--- src/design/hpz_ram.sv ---
// ----------------------------------------------------------------------------
// hpz_ram
// Generic simple dual-port RAM: one write port, one read port, registered read.
// ----------------------------------------------------------------------------
module hpz_ram #(
  parameter int WIDTH = 8,
  parameter int DEPTH = 256
) (
  input  logic                     clk,
  input  logic                     we,
  input  logic [$clog2(DEPTH)-1:0] waddr,
  input  logic [WIDTH-1:0]         wdata,
  input  logic [$clog2(DEPTH)-1:0] raddr,
  output logic [WIDTH-1:0]         rdata
);

  logic [WIDTH-1:0] mem [DEPTH];
  logic [WIDTH-1:0] rdata_r;

  always_ff @(posedge clk) begin
    if (we) begin
      mem[waddr] <= wdata;
    end
    rdata_r <= mem[raddr];
  end

  assign rdata = rdata_r;

endmodule

--- config.mk ---
export PLATFORM = sky130hd
export DESIGN_NAME = hpz_ram
export DESIGN_NICKNAME = d
export VERILOG_FILES = /design/src/design/hpz_ram.sv
export SDC_FILE = /design/constraint.sdc
export NUM_CORES = 2
export LEC_CHECK = 0
export ABC_CLOCK_PERIOD_IN_PS = 2500
export BUFFER_PORTS_ARGS = -buffer_cell sky130_fd_sc_hd__clkbuf_2
export CORE_UTILIZATION = 35
export CTS_CLUSTER_DIAMETER = 30
export DETAILED_ROUTE_END_ITERATION = 10
export GPL_ROUTABILITY_DRIVEN = 0
export RECOVER_POWER = 100
export SLEW_MARGIN = 20
export SYNTH_ARGS = -nofsm -noshare
export SYNTH_HDL_FRONTEND = slang
export SYNTH_SLANG_ARGS = --single-unit
--- constraint.sdc ---
create_clock -name clk -period 2.5 [get_ports clk]
set_input_delay 0.125 -clock clk [delete_from_list [all_inputs] [get_ports clk]]
set_output_delay 0.125 -clock clk [all_outputs]
set_load 0.1 [all_outputs]
-- Yosys cells after proc, flatten, opt, wreduce, memory -nomap -nowiden
Memory sizes are Yosys's and may differ from the RTL's. A register that Yosys moved wholly into a read port is not among the register bits.
Cells that the tools add are included.
- register bits: 0
- memory bits (writable): 2048
- input port bits: 26
- output and inout port bits: 8
- word-level logic and storage cells: 3
- memories kept: 1
- muxes and demuxes: 2
- memory list (memory ; words ; width ; read ports ; clocked after memory_dff ; wr ports ; line ; text):
    mem ; 256 ; 8 ; 1 ; 1 ; 1 ; 17 ; logic [WIDTH-1:0] mem [DEPTH];
- operator list (kind ; count):
    1-bit two-way mux ; 2

-- Longest topological paths before layout
- depth after elaboration: 2
- mapped depth: 11
- gate-level depth less buffers: 6

-- Worst setup path after synthesis
OpenSTA, ideal clock, no wires.
- path kind: input to register
- start: input raddr[0]
- end: register rdata_r[2] (netlist: rdata[2]) (read register of mem)
- setup time: 131 ps
- arrival: 1932 ps
- data required time: 2369 ps
- path slack: 437 ps
- stages: 9
- path buffers: 4
- cells stage by stage: buf_6 > buf_12 > buf_8 > buf_2 > mux4_2 > a22oi_1 > a21oi_1 > nor4_1 > nor4_2
- RTL lines (what ; line ; text):
    start, declared ; 13 ; input logic [$clog2(DEPTH)-1:0] raddr,
    end, declared ; 18 ; logic [WIDTH-1:0] rdata_r;

==> impl_metrics.yaml <==
routing:
  wirelength_um: 209000
  via_count: 41800
  ant_nets: 0
  vias_per_cell: 5.329
  drt_iter0_markers: 4566
  drc: 0
  wl_per_cell_um: 26.65
  first_pass_iters: 6
critical_path:
  cp.arrival_ns: 3.27
  r2r-end: "rdata[4]"
  critPathLaunchType: "flip-flop"
  worstSetupPathType: "flip-flop to flip-flop"
  path_depth: 6
  cp.buffers_inverters: 1
  crit_slowest_cell: "mux4_2"
  worstPathCellList: "mux4_2 -> mux4_2 -> nor2b_1 -> nor4_1 -> buf_4 -> nor4_1"
  worstRegToRegCells: 6
  regToRegSetupSlack_ns: 0.04
  timing.rr.start: "mem[67][4]"
  required_ns: 3.31
  cp-end-kind: "flip-flop"
  critical-path-top-delay-family: "multiplexers"
  max_stage_delay_ns: 0.55
  cp_max_fo: 1
  critPathLaunch: "mem[67][4]"
clock_network:
  clock-sinks: 2056
  tritoncts: "done"
  cts_setup_buffers: 0
  clock-root-buffer: "clkbuf_16"
  numCtsBuffers: 381
  cts_max_path_buffers: 4
  worstSkewPairLatency_ns: 0.98
  clkTransAtPathRegs_ns: 0.05
  htreeDepth: 5
hold_path:
  hold_end: "mem[80][4]"
  hp-start: "wdata[4]"
  min_delay_path_depth: 2
  hp-class: "input port to flip-flop"
global_routing:
  grt_util_met1: 0.2473
  grt_pass1_vias: 42600
  gr-usage-met2: 0.2898
  grt_pass1_wl_um: 302000
  grt_busiest_layer: "met2"
  grt_max_degree: 107
  grt.total_usage: 0.1810
  grt_antenna_before_repair: 12
  overflow: 0
  grtUsageMet3: 0.03719
logic_synthesis:
  yosysTopAreaCell: "edfxtp_1"
  ys_types: 55
  synthArstFlopShare: 0
  netlist.area_leader.share: 0.7730
  syn_avg_cell_area_sq_um: 21.31
  ys_ff_latch: 2056
  synthTopCellsByArea: "edfxtp_1 77%, mux4_2 13%, mux2i_1 1.7%, nor2_1 1.3%, a22oi_1 1.3%"
  synth-edff-count: 2048
  ys_warn_count: 0
  yosysMostFrequentCell: "edfxtp_1"
  synth_flop_cell: "edfxtp_1"
  synth_fp_nets: 3759
  synth_cells: 3733
  yosysSeqAreaShare: 0.7750
  synth_area_sq_um: 79560
  synthTopCellsByCount: "2048 x edfxtp_1, 454 x mux4_2, 282 x nor2_1, 134 x mux2i_1, 133 x a22oi_1"
pwr:
  ir_worst_vdd_mv: 0.7413
  power_leakage_nw: 31.91
  switching_power_w: 0.01986
  swShare: 0.2148
  power.density_nw_per_um2: 930.9
  combPwrFrac: 0.044
  p_seq_frac: 0.413
  p_int_w: 0.07262
  clockPowerShare: 0.544
  total_power_w: 0.09248
placement:
  dpl_cell_area_sq_um: 87680
  dp_hpwl_um: 132100
  port_buffers: 33
timing:
  worst_pin_slew_ns: 2.353
  fin_crit_ns: 2.462
  drv_slew: 502
  grt_setup_unrepaired: "no"
  timing.final.hold_violations: 0
  fin_skew_ns: 0.06351
  setup_violations: 0
  slew-limit-headroom: -0.5686
  fmax_mhz: 406.2
  finalCritPeriodShare: 0.9848
floorplanning:
  io-pin-count: 34
  start_util: 0.3531
  dieArea_sq_um: 229200
  die-width_um: 478.8
  core_area_sq_um: 225300
  die_y_um: 478.8
  rows: 174
final_layout:
  finalNetCount: 4571
  drive_gt1_frac: 0.3059
  fin_area_sq_um: 99340
  utilization: 0.4409
  syn_to_final_growth_pct: 24.87
run_status:
  status: "complete, but fails checks"
  violations: "capacitance limit, slew limit"
job:
  maxCapViolCount: 8
==> power by group through the flow <==
stage / logic (W) / registers, W / clock network [W]
4_1_cts: 0.00412 / 0.0382 / 0.0509
6_report: 0.00403 / 0.0382 / 0.0503
3_3_place_gp: 0.00403 / 0.0388 / 0
5_1_grt: 0.00423 / 0.0381 / 0.0524
2_1_floorplan: 0.00185 / 0.0389 / 0
3_5_place_dp: 0.00407 / 0.0388 / 0
==> state kept, by name, summed over array words and instances, names as in the netlist <==
signal  cells
mem      2048
rdata       8
==> metrics by stage <==
stage / setup slack [ns] / setup TNS, ns / hold WS [ns] / std cells
finish: 0.03803 / 0 / 0.2250 / 7843
global route: 0.01611 / 0 / 0.2102 / 7837
CTS: 0.01857 / 0 / 0.07274 / 7836
detailed placement: -0.8318 / -4.234 / 0.5604 / 7135
global placement: -0.8321 / -4.085 / 0.5539 / 7135
floorplan: 0.4371 / 0 / 0.2239 / 3733
==> how the worst max path moves through the flow <==
stage / end
2_1_floorplan: rdata[2]
3_3_place_gp: rdata[0]
3_5_place_dp: rdata[0]
4_1_cts: rdata[1]
5_1_grt: mem[87][2]
6_report: rdata[4]
==> repair_timing <==
item | CTS | global route
gates resized for setup | 6 | 4
endpoints found under the setup margin | 3 | 3
hold buffers | 19 | 0
endpoints found under the hold margin | 1940 | 0
==> cells in the final DEF (no fill, tap or decap), types with 17 or more instances in the layout <==
| master | Yosys | routed |
|---|---|---|
| clkbuf_16 | 0 | 384 |
| edfxtp_1 | 2048 | 2048 |
| clkinv_2 | 0 | 51 |
| a22oi_1 | 133 | 132 |
| clkinv_1 | 1 | 48 |
| nor3_1 | 22 | 22 |
| nand3_1 | 34 | 34 |
| bufinv_16 | 0 | 47 |
| nand2_1 | 33 | 33 |
| nor2b_1 | 31 | 28 |
| clkinv_4 | 0 | 26 |
| inv_6 | 0 | 42 |
| a21oi_1 | 96 | 96 |
| buf_12 | 8 | 67 |
| nor4_1 | 24 | 17 |
| clkbuf_1 | 111 | 277 |
| o22ai_1 | 28 | 28 |
| nor2_1 | 282 | 279 |
| mux4_2 | 454 | 454 |
| dlygate4sd3_1 | 0 | 19 |
| clkinvlp_4 | 0 | 43 |
| mux2i_1 | 134 | 134 |
| buf_4 | 27 | 219 |
| clkbuf_2 | 0 | 98 |
| o221ai_1 | 46 | 46 |
==> cell families (layout without fill, tap and decap cells) <==
logic type,count (synthesis),after routing,synth area share
mux,591,591,0.1462
compound gates,385,385,0.03419
simple gates,466,466,0.02628
buf+inv,235,1346,0.01831
flops,2056,2056,0.7750
other cells,0,7,0
==> routing by layer <==
metal	up-vias	routed length [um]
met2	1809	101000
met1	22090	85830
li1	17530	-
met5	-	18
met4	4	5734
met3	362	16510
==> area by class of cell <==
cell class | instances | area [sq um]
clock inverters | 266 | 2913
inverters | 2 | 7.507
flip-flops and latches | 2056 | 61660
fillers | 19290 | 126000
well taps | 2992 | 3744
diodes | 7 | 17.52
multi-input cells | 1442 | 16550
repair buffers | 662 | 4712
clock buffers | 416 | 9739
Power figures use the tool's default switching activity.
